[src/sv/scp_pkg.sv]
`timescale 1ns / 1ps
`default_nettype none

package scp_pkg;

    // Fixed widths of the configuration registers, the configuration port and the pixel word.
    localparam int VIEW_MIN_W = 32;
    localparam int SPAN_W     = 32;
    localparam int STRIPE_W   = 11;
    localparam int MODE_W     = 3;
    localparam int CFG_IDX_W  = 2;
    localparam int CFG_DATA_W = 32;
    localparam int PIXEL_W    = 32;

    localparam logic [SPAN_W-1:0]   VIEW_SPAN_RST = 32'h0001_0000;
    localparam logic [STRIPE_W-1:0] STRIPES_RST   = 11'd1;

    localparam logic [23:0] RAMP24_MAX = 24'hFF_FFFF;
    localparam logic [15:0] RAMP16_MAX = 16'hFFFF;
    localparam logic [7:0]  CHAN_MAX   = 8'hFF;
    localparam logic [7:0]  ALPHA      = 8'hFF;

    typedef enum logic [CFG_IDX_W-1:0] {
        REG_VIEW_MIN  = 2'd0,
        REG_VIEW_SPAN = 2'd1,
        REG_STRIPES   = 2'd2,
        REG_MODE      = 2'd3
    } t_cfg_index;

    typedef enum logic [MODE_W-1:0] {
        MODE_RAMP24  = 3'd0,
        MODE_RAMP16  = 3'd1,
        MODE_RAINBOW = 3'd2,
        MODE_GREY    = 3'd3,
        MODE_BINARY  = 3'd4
    } t_color_mode;

    // Side-band flags that ride along with a sample through the dividers.
    typedef struct packed {
        logic full;   // offset reached the span, level is 1.0
        logic neg;    // scaled offset was negative
    } t_flags;

endpackage

`default_nettype wire

[src/sv/scp_front.sv]
`timescale 1ns / 1ps
`default_nettype none

module scp_front #(
    parameter int SAMPLE_WIDTH = 32
) (
    input  wire                                      i_clk,
    input  wire                                      i_rst_n,
    input  wire                                      i_en,
    input  wire                                      i_valid,
    input  wire  signed [SAMPLE_WIDTH-1:0]           i_sample,
    input  wire  signed [scp_pkg::VIEW_MIN_W-1:0]    i_view_min,
    input  wire         [scp_pkg::SPAN_W-1:0]        i_span,
    input  wire         [scp_pkg::STRIPE_W-1:0]      i_stripes,
    output logic                                     o_valid,
    output scp_pkg::t_flags                          o_flags,
    output logic [((SAMPLE_WIDTH > scp_pkg::VIEW_MIN_W) ? SAMPLE_WIDTH : scp_pkg::VIEW_MIN_W)
                  + scp_pkg::STRIPE_W:0]             o_mag
);

    localparam int OFF_W  = ((SAMPLE_WIDTH > scp_pkg::VIEW_MIN_W) ?
                             SAMPLE_WIDTH : scp_pkg::VIEW_MIN_W) + 1;
    localparam int PROD_W = OFF_W + scp_pkg::STRIPE_W + 1;
    localparam int MAG_W  = PROD_W - 1;

    logic signed [OFF_W-1:0]           n_off;
    logic                              n_full;
    logic signed [scp_pkg::STRIPE_W:0] w_stripes;
    logic signed [PROD_W-1:0]          n_prod;
    logic        [MAG_W-1:0]           n_mag;

    logic                     r_valid1, r_valid2, r_valid3;
    logic signed [OFF_W-1:0]  r_off;
    logic                     r_full1, r_full2;
    logic signed [PROD_W-1:0] r_prod;
    scp_pkg::t_flags          r_flags;
    logic [MAG_W-1:0]         r_mag;

    // Offset is exact: both operands are sign extended one bit past the wider one.
    assign n_off  = OFF_W'(i_sample) - OFF_W'(i_view_min);
    assign n_full = n_off >= $signed(OFF_W'({1'b0, i_span}));

    assign w_stripes = $signed({1'b0, i_stripes});
    assign n_prod    = PROD_W'(r_off) * PROD_W'(w_stripes);

    assign n_mag = r_prod[PROD_W-1] ? MAG_W'(-r_prod) : MAG_W'(r_prod);

    always_ff @(posedge i_clk) begin
        if (!i_rst_n) begin
            r_valid1 <= 1'b0;
            r_valid2 <= 1'b0;
            r_valid3 <= 1'b0;
        end else if (i_en) begin
            r_valid1 <= i_valid;
            r_valid2 <= r_valid1;
            r_valid3 <= r_valid2;
        end
    end

    always_ff @(posedge i_clk) begin
        if (i_en) begin
            r_off         <= n_off;
            r_full1       <= n_full;
            r_prod        <= n_prod;
            r_full2       <= r_full1;
            r_mag         <= n_mag;
            r_flags.full  <= r_full2;
            r_flags.neg   <= r_prod[PROD_W-1];
        end
    end

    assign o_valid = r_valid3;
    assign o_flags = r_flags;
    assign o_mag   = r_mag;

endmodule

`default_nettype wire

[config.mk]
export PLATFORM = sky130hd
export DESIGN_NAME = scp_front
export DESIGN_NICKNAME = d
export VERILOG_FILES = /design/src/sv/scp_pkg.sv /design/src/sv/scp_front.sv
export SDC_FILE = /design/constraint.sdc
export NUM_CORES = 1
export LEC_CHECK = 0
export ABC_AREA = 1
export BUFFER_PORTS_ARGS = -buffer_cell sky130_fd_sc_hd__buf_2
export CAP_MARGIN = 20
export CORE_ASPECT_RATIO = 1.4
export CORE_MARGIN = 10
export CORE_UTILIZATION = 33
export CTS_CLUSTER_SIZE = 8
export DETAILED_ROUTE_END_ITERATION = 10
export PLACE_DENSITY = 0.56
export REMOVE_ABC_BUFFERS = 1
export SLEW_MARGIN = 20
export SYNTH_ARGS = -nofsm -noshare
export SYNTH_HDL_FRONTEND = slang
export SYNTH_SLANG_ARGS = --single-unit
[constraint.sdc]
create_clock -name i_clk -period 8.5 [get_ports i_clk]
set_input_delay 1.7 -clock i_clk [delete_from_list [all_inputs] [get_ports i_clk]]
set_output_delay 1.7 -clock i_clk [all_outputs]
set_load 0.05 [all_outputs]
==> impl_metrics.yaml <==
yosys:
  ys_seq_area_frac: 0.1846
  synth_top_family_by_area: "adder cells"
  yosysUniqueCellTypes: 46
  netlist_area_sq_um: 20820
  synthCells: 2565
  synth_xor_area_frac: 0.04627
  synthSimpleGateAreaFrac: 0.1633
  async_flop_share: 0
  ys_ff_latch: 129
  yosysWarnings: 0
  synth_edf_count: 126
  synth.avg_cell_area_sq_um: 8.118
  synth_mux_area_frac: 0
  synth-main-ff-cell: "edfxtp_1"
  synthAdderAreaFrac: 0.3996
  synth_compound_area_frac: 0.07229
cts:
  htreeDepth: 4
  clock_sinks: 129
  postCtsHoldBufs: 0
  path_clk_slew_ps: 70
  root_buffer: "clkbuf_16"
  clk_latency_ps: 450
  numCtsBuffers: 17
  post_cts_resized: 0
  cts_buffer_depth: 2
  cts_tree: "done"
  post_cts_buffers: 0
timing:
  hold_violations: 0
  hold_ws_ps: 430.5
  maxSlewHeadroom: 0.4542
  finalClockSkew_ps: 21.05
  setup_tns_ps: 0
  final-setup-viol-count: 0
  timing.fmax_ghz: 0.1411
  tightest_slew_ps: 818.8
  fin_crit_sh: 0.8340
  final.min_clock_period_ps: 7089
  rsz0062_at_grt: "false"
  slew_viol_final: 0
placement:
  dp_cells: 3474
  post_dp_cell_area_sq_um: 22400
  hpwlAfterDp_um: 47610
  gp_congestion: 0.9036
  port_buffers: 157
cells_and_area:
  final_area_sq_um: 22940
  fill_cells: 6555
  final_cell_mix: "inv_1 (658), nand2_1 (575), fa_1 (315), ha_1 (161), buf_2 (156)"
  layout_commonest_cell: "inv_1"
  regArea_sq_um: 3844
  stdcell_count: 3507
  multiInputGateArea_sq_um: 14190
  fin_nets: 3255
  drive_gt1_frac: 0.08019
  areaGrowthSynthToFinish_pct: 10.15
worst_setup_path:
  crit_family: "adder cells"
  setup.worst_path.class: "primary input to register"
  cp-start-kind: "primary input"
  crit_top_cell: "fa_1"
  crit_arrival_ps: 7290
  worstPathRequired_ps: 8700
  r2r_start: "r_off[6]"
  crit_chain: "buf_2, buf_4, nand2_1, fa_1, fa_1, inv_1, fa_1, fa_1, inv_1, fa_1, inv_1, ha_1, a21o_1, a31oi_1, a21boi_1, o21ai_1, nand3_1, nand2_1, nand2_1, nand2_1"
  cp-startpoint: "i_stripes[5]"
  end_kind: "register"
  max_stage_delay_ps: 540
  worstPathMaxFanout: 28
  slowest_stage: "fa_1"
  cp.buffers_inverters: 5
global_route:
  grt_max_degree: 86
  grt.overflow.total: 0
  antenna_found_initial: 1
  grt_pass1_wl_um: 92170
  track_usage: 0.1580
  grt_pass1_vias: 17820
route:
  drt-total-wl_um: 56650
  ant_nets: 0
  drc: 0
  post_drt_wl_per_cell_um: 16.15
  dr.first_iter.drc_count: 774
  num_vias: 16220
  via_per_inst: 4.625
  firstDrtPassIters: 5
worst_hold_path:
  worstHoldPathType: "register to register"
  worstHoldStart: "r_full1"
run:
  cap_violations: 0
floorplan:
  core-area_sq_um: 62290
  ios: 158
  die_h_um: 317.2
  die_area_sq_um: 73690
  die_x_um: 232.3
  num_rows: 108
  start_util: 0.3343
run_status:
  status: "complete, no violations"
state kept, by name, summed over array words and instances, names as in the netlist:
name	count
r_full1	1
r_valid1	1
o_flags	2
r_full2	1
r_valid2	1
r_prod	45
o_mag	44
r_off	33
o_valid	1
worst paths after layout:
| kind | endpoint | slack [ps] | depth (start not counted) |
|---|---|---|---|
| hold / removal | r_full2 | 430 | 0 |
| hold reg to reg | r_full2 | 430 | 0 |
| setup reg to reg | r_prod[35] | 2650 | 18 |
| setup / recovery | r_prod[35] | 1410 | 20 |
through the flow:
stage / setup slack (ps) / utilization
after floorplan: 2343 / -
after global placement: 956.6 / 0.3596
after detailed placement: 921.2 / 0.3596
after CTS: 1401 / 0.3681
after global routing: 1033 / 0.3682
final: 1411 / 0.3682
final cells by class:
| type | instances | share of cell area |
|---|---|---|
| inverters | 659 | 0.1079 |
| clock inverters | 14 | 0.004582 |
| multi-input cells | 1695 | 0.6187 |
| clock buffers | 18 | 0.01871 |
| well taps | 825 | 0.04501 |
| diodes | 1 | 0.0001091 |
| flip-flops and latches | 129 | 0.1676 |
| repair buffers | 166 | 0.03748 |
synthesized netlist by cell type, drive strengths merged, types with 12 or more instances:
cell / instances / area share
nand2: 578 / 0.10
a21o: 12 / 0.0043
nand3: 52 / 0.013
a21oi: 112 / 0.028
xor2: 76 / 0.032
edfxtp: 126 / 0.18
nand4: 14 / 0.0042
nor4: 13 / 0.0039
nor3: 25 / 0.0062
xnor2: 34 / 0.014
o21ai: 87 / 0.022
nor2: 158 / 0.029
ha: 161 / 0.097
inv: 659 / 0.12
a31oi: 17 / 0.0051
fa: 315 / 0.30
clkbuf: 81 / 0.015
cells by family (layout without fill, tap and decap cells):
logic type                 count (synthesis)  count (layout)
and+or+nand+nor                          845             845
buffers and inverters                    741             857
adders and majority gates                476             476
AOI/OAI and AO/OA                        264             264
DFF                                      129             129
xor gates and xnor gates                 110             110
other                                      0               1
metal layers:
metal  up-vias  track usage  share of wire
li1       7949            -              -
met1      7770       0.1823           0.41
met2       408       0.2893           0.51
met3        92      0.02426          0.044
met4         0      0.05758          0.032
met5         -            0              0
Power is left out: the tool's default activity adds up to more than one toggle a clock period on the data nets, which glitch-free logic cannot reach.
