`src/sv/scp_pkg.sv`:
```
`timescale 1ns / 1ps
`default_nettype none

package scp_pkg;

    // Fixed widths of the configuration registers, the configuration port and the pixel word.
    localparam int VIEW_MIN_W = 32;
    localparam int SPAN_W     = 32;
    localparam int STRIPE_W   = 11;
    localparam int MODE_W     = 3;
    localparam int CFG_IDX_W  = 2;
    localparam int CFG_DATA_W = 32;
    localparam int PIXEL_W    = 32;

    localparam logic [SPAN_W-1:0]   VIEW_SPAN_RST = 32'h0001_0000;
    localparam logic [STRIPE_W-1:0] STRIPES_RST   = 11'd1;

    localparam logic [23:0] RAMP24_MAX = 24'hFF_FFFF;
    localparam logic [15:0] RAMP16_MAX = 16'hFFFF;
    localparam logic [7:0]  CHAN_MAX   = 8'hFF;
    localparam logic [7:0]  ALPHA      = 8'hFF;

    typedef enum logic [CFG_IDX_W-1:0] {
        REG_VIEW_MIN  = 2'd0,
        REG_VIEW_SPAN = 2'd1,
        REG_STRIPES   = 2'd2,
        REG_MODE      = 2'd3
    } t_cfg_index;

    typedef enum logic [MODE_W-1:0] {
        MODE_RAMP24  = 3'd0,
        MODE_RAMP16  = 3'd1,
        MODE_RAINBOW = 3'd2,
        MODE_GREY    = 3'd3,
        MODE_BINARY  = 3'd4
    } t_color_mode;

    // Side-band flags that ride along with a sample through the dividers.
    typedef struct packed {
        logic full;   // offset reached the span, level is 1.0
        logic neg;    // scaled offset was negative
    } t_flags;

endpackage

`default_nettype wire

```
`src/sv/scp_div_pipe.sv`:
```
`timescale 1ns / 1ps
`default_nettype none

// Restoring long division, one dividend bit per register stage. The partial
// remainder starts at i_rem and must be below i_span; the quotient bits shift
// into the dividend word as its bits are consumed.
module scp_div_pipe #(
    parameter int N_BITS = 16
) (
    input  wire                           i_clk,
    input  wire                           i_rst_n,
    input  wire                           i_en,
    input  wire                           i_valid,
    input  wire  scp_pkg::t_flags         i_flags,
    input  wire  [scp_pkg::SPAN_W-1:0]    i_rem,
    input  wire  [N_BITS-1:0]             i_bits,
    input  wire  [scp_pkg::SPAN_W-1:0]    i_span,
    output logic                          o_valid,
    output scp_pkg::t_flags               o_flags,
    output logic [scp_pkg::SPAN_W-1:0]    o_rem,
    output logic [N_BITS-1:0]             o_quot
);

    localparam int SW = scp_pkg::SPAN_W;

    logic            w_valid [N_BITS];
    scp_pkg::t_flags w_flags [N_BITS];
    logic [SW-1:0]   w_rem   [N_BITS];
    logic [N_BITS-1:0] w_bits [N_BITS];

    logic            r_valid [N_BITS];
    scp_pkg::t_flags r_flags [N_BITS];
    logic [SW-1:0]   r_rem   [N_BITS];
    logic [N_BITS-1:0] r_bits [N_BITS];

    for (genvar k = 0; k < N_BITS; k++) begin : g_stage
        logic [SW:0]       n_trial;
        logic              n_ge;
        logic [SW-1:0]     n_rem;
        logic [N_BITS-1:0] n_bits;

        if (k == 0) begin : g_first
            assign w_valid[k] = i_valid;
            assign w_flags[k] = i_flags;
            assign w_rem[k]   = i_rem;
            assign w_bits[k]  = i_bits;
        end else begin : g_next
            assign w_valid[k] = r_valid[k-1];
            assign w_flags[k] = r_flags[k-1];
            assign w_rem[k]   = r_rem[k-1];
            assign w_bits[k]  = r_bits[k-1];
        end

        assign n_trial = {w_rem[k], w_bits[k][N_BITS-1]};
        assign n_ge    = n_trial >= {1'b0, i_span};
        assign n_rem   = n_ge ? SW'(n_trial - {1'b0, i_span}) : SW'(n_trial);
        assign n_bits  = N_BITS'({w_bits[k], n_ge});

        always_ff @(posedge i_clk) begin
            if (!i_rst_n) begin
                r_valid[k] <= 1'b0;
            end else if (i_en) begin
                r_valid[k] <= w_valid[k];
            end
        end

        always_ff @(posedge i_clk) begin
            if (i_en) begin
                r_flags[k] <= w_flags[k];
                r_rem[k]   <= n_rem;
                r_bits[k]  <= n_bits;
            end
        end
    end

    assign o_valid = r_valid[N_BITS-1];
    assign o_flags = r_flags[N_BITS-1];
    assign o_rem   = r_rem[N_BITS-1];
    assign o_quot  = r_bits[N_BITS-1];

endmodule

`default_nettype wire

```
`config.mk`:
```
export PLATFORM = sky130hd
export DESIGN_NAME = scp_div_pipe
export DESIGN_NICKNAME = d
export VERILOG_FILES = /design/src/sv/scp_pkg.sv /design/src/sv/scp_div_pipe.sv
export SDC_FILE = /design/constraint.sdc
export NUM_CORES = 2
export LEC_CHECK = 0
export CAP_MARGIN = 0
export CORE_MARGIN = 2
export CORE_UTILIZATION = 40
export CTS_BUF_LIST = sky130_fd_sc_hd__clkbuf_16
export CTS_CLUSTER_SIZE = 16
export DETAILED_ROUTE_END_ITERATION = 6
export DONT_BUFFER_PORTS = 1
export PLACE_DENSITY = 0.58
export SLEW_MARGIN = 20
export SYNTH_ARGS = -nofsm -noshare
export SYNTH_HDL_FRONTEND = slang
export SYNTH_SLANG_ARGS = --single-unit
```
`constraint.sdc`:
```
create_clock -name i_clk -period 7.5 [get_ports i_clk]
set_clock_uncertainty 0.1 [all_clocks]
set_input_delay 0.75 -clock i_clk [delete_from_list [all_inputs] [get_ports i_clk]]
set_output_delay 0.75 -clock i_clk [all_outputs]
set_load 0.01 [all_outputs]
```
==> results_dict.tcl <==
set metrics [dict create \
    tightest_slew_ps 1150 \
    synth.distinct_cells 98 \
    track_usage 0.226 \
    syn2layout_area_growth_pct 10.4 \
    layout-drive-gt1-share 0.0836 \
    synth_compound_area_frac 0.199 \
    crit_end "r_rem[0][237]" \
    clk_path_buf_depth 3 \
    setup_viol 0 \
    cp.required_ps 7880 \
    critPathMostFrequentCell "buf_4" \
    post_cts_buffers 0 \
    rr_endpoint "r_rem[1][176]" \
    yosys-top-cells-count "edfxtp_1 (815), ha_1 (512), nand2_1 (500)" \
    synthAdderAreaFrac 0.119 \
    arrival_ps 5120 \
    gp_congestion 0.909 \
    synth-edff-count 815 \
    yosys_register_bits 816 \
    syn_inst 5461 \
    hold_start "i_rst_n" \
    rows 137 \
    layout_setup_ws_ps 2760 \
    hp-class "in2reg" \
    critPathLaunch "i_span[2]" \
    antenna_left 0 \
    r2r_cells 11 \
    fp.dieH_um 379 \
    synth_area_per_cell_sq_um 10.3 \
    r2r-start "r_rem[1][128]" \
    synth_ff_type "edfxtp_1" \
    pin_count 137 \
    synth.most_common_cell "edfxtp_1" \
    synth_top_area_share 0.434 \
    cts_max_level 3 \
    cp_slowest_cell "inv_1" \
    viasPerCell 5.72 \
    numPortBuffers 0 \
    clock_sinks 816 \
    reg2reg_slack_ps 3180 \
    detail_route.wl_per_cell_um 22.2 \
    async_flop_share 0 \
    grt_pass1_vias 40900 \
    synth_top_area_cell "edfxtp_1" \
    drcViolationCount 0 \
    slew_viol_final 0 \
    coreArea_sq_um 140000 \
    finalSetupTns_ps 0 \
    clk_pin_slew_ps 60 \
    drt-initial-drc-count 3249 \
    clk-insertion-delay-late_ps 730 \
    start_util 0.404 \
    yosysSeqAreaShare 0.434 \
    period_needed_ps 4740 \
    synth-xor-area-share 0.0657 \
    design.final.nets 6094 \
    hold_buffers 17 \
    p_leak_nw 24.6 \
    clock.fmax_ghz 0.211 \
    criticalPathCategory "in2reg" \
    synthTopCellsByArea "edfxtp_1 (43%), ha_1 (11%), a21oi_1 (4.2%), o21ai_0 (4.2%), xnor2_1 (3.7%)" \
    synth_mux_area_frac 0.0411 \
    grt_pass1_wl_um 248000 \
    dieArea_sq_um 144000 \
    cp_max_fo 30 \
    cts-resized-gates 0 \
    cap_violations 0 \
    hold_viol 0 \
    first_pass_iters 5 \
    rsz0062_at_grt "false" \
    synth_top_family_by_area "compound AO/OA/AOI/OAI gates" \
    cts_tree "built" \
    outcome "completed" \
    grt_max_degree 818 \
    peakVddDrop_mv 0.257 \
    finalCritPeriodShare 0.632 \
    hpwl_um 120000 \
    syn_nets 6075 \
    num_vias 42500 \
    end_kind "flop" \
    grt_overflow 0 \
    cts-root-buf "clkbuf_16" \
    max_stage_delay_ps 710 \
    worstPathCellList "inv_1 -> buf_4 -> ha_1 -> a21oi_1 -> a211oi_1 -> a2111o_1 -> a31o_2 -> a31oi_1 -> o211ai_1 -> a31oi_4 -> buf_4 -> mux2_2" \
    start_kind "primary input" \
    pre_cts_ws_ps 2040 \
    yosys.area_share.simple 0.114 \
    antenna_found_initial 8 \
    die_w_um 379 \
    cts_buffers 100 \
    p_per_area_nw_per_um2 468 \
    yosys_warnings 0 \
    max_slew_margin 0.232 \
    synth_area_sq_um 56400 \
    wirelength_um 165000 \
]
## sequential cells by signal (all words and copies together), names as in the netlist
name,flops
r_flags,32
r_rem,512
r_bits,256
r_valid,16
## per-stage QoR
step | instances | total power, mW | hold WS (ps) | area, sq um | util
floorplan | 5461 | 20.1 | 300 | 56400 | -
global placement | 7230 | 23.9 | 301 | 58600 | 0.419
detailed placement | 7232 | 24.0 | 305 | 58600 | 0.420
CTS | 7432 | 29.1 | 11.1 | 62100 | 0.445
global route | 7437 | 31.3 | 8.85 | 62200 | 0.446
finish | 7438 | 29.1 | 62.5 | 62300 | 0.446
## critical path, delay by kind of cell
kind	cells	cell delay, ps
compound gates	7	2220
buf+inv	3	1430
fa+ha+maj	1	300
mux	1	370
## final cells by class
| type | count | area, sq um |
|---|---|---|
| clock inverter | 83 | 811 |
| sequential | 816 | 24500 |
| multi-input combinational | 4276 | 30500 |
| tap | 1876 | 2350 |
| clock buffer | 100 | 2500 |
| antenna | 1 | 2.50 |
| fill | 13100 | 77500 |
| timing repair buffer | 86 | 848 |
| inverter | 200 | 751 |
## layer usage
layer / track usage / up-vias / share of wire
li1: - / 20700 / -
met1: 0.284 / 20500 / 0.42
met2: 0.395 / 1015 / 0.49
met3: 0.0333 / 273 / 0.048
met4: 0.0788 / 4 / 0.036
met5: 0 / - / 0.00015
## cell usage in the layout (no fill, tap or decap), drive strengths merged, types with 188 or more instances in the layout
cell | synthesis | layout
mux2 | 188 | 188
inv | 199 | 213
o21ai | 494 | 494
edfxtp | 815 | 815
xnor2 | 240 | 240
ha | 512 | 512
nand2 | 500 | 500
nor2 | 279 | 279
a21oi | 477 | 477
a21o | 276 | 276
## report_power, final
group	internal, mW	switching (mW)	leakage, nW
clock network	2.85	2.07	1.63
registers	7.61	1.29	8.01
logic	6.58	8.72	15.0
## kinds of logic (layout without fill, tap and decap cells)
| group | after synthesis | count (layout) |
|---|---|---|
| AOI/OAI and AO/OA | 1762 | 1762 |
| xor gates and xnor gates | 423 | 423 |
| adders and majority gates | 528 | 528 |
| buffers and inverters | 369 | 469 |
| DFF | 816 | 816 |
| muxes | 207 | 207 |
| other | 0 | 1 |
| and+or+nand+nor | 1356 | 1356 |
## worst min-delay path by stage
| stage | to | slack (ps) | cells past startpoint |
|---|---|---|---|
| final | r_valid[1][0] | 60 | 1 |
| after global routing | r_rem[0][158] | 9 | 0 |
| after CTS | r_valid[1][0] | 10 | 1 |
| after detailed placement | r_bits[11][11] | 300 | 0 |
| after global placement | r_bits[3][11] | 300 | 0 |
| after floorplan | r_bits[10][10] | 300 | 0 |
Note: power is estimated with default switching activity, not from simulation.
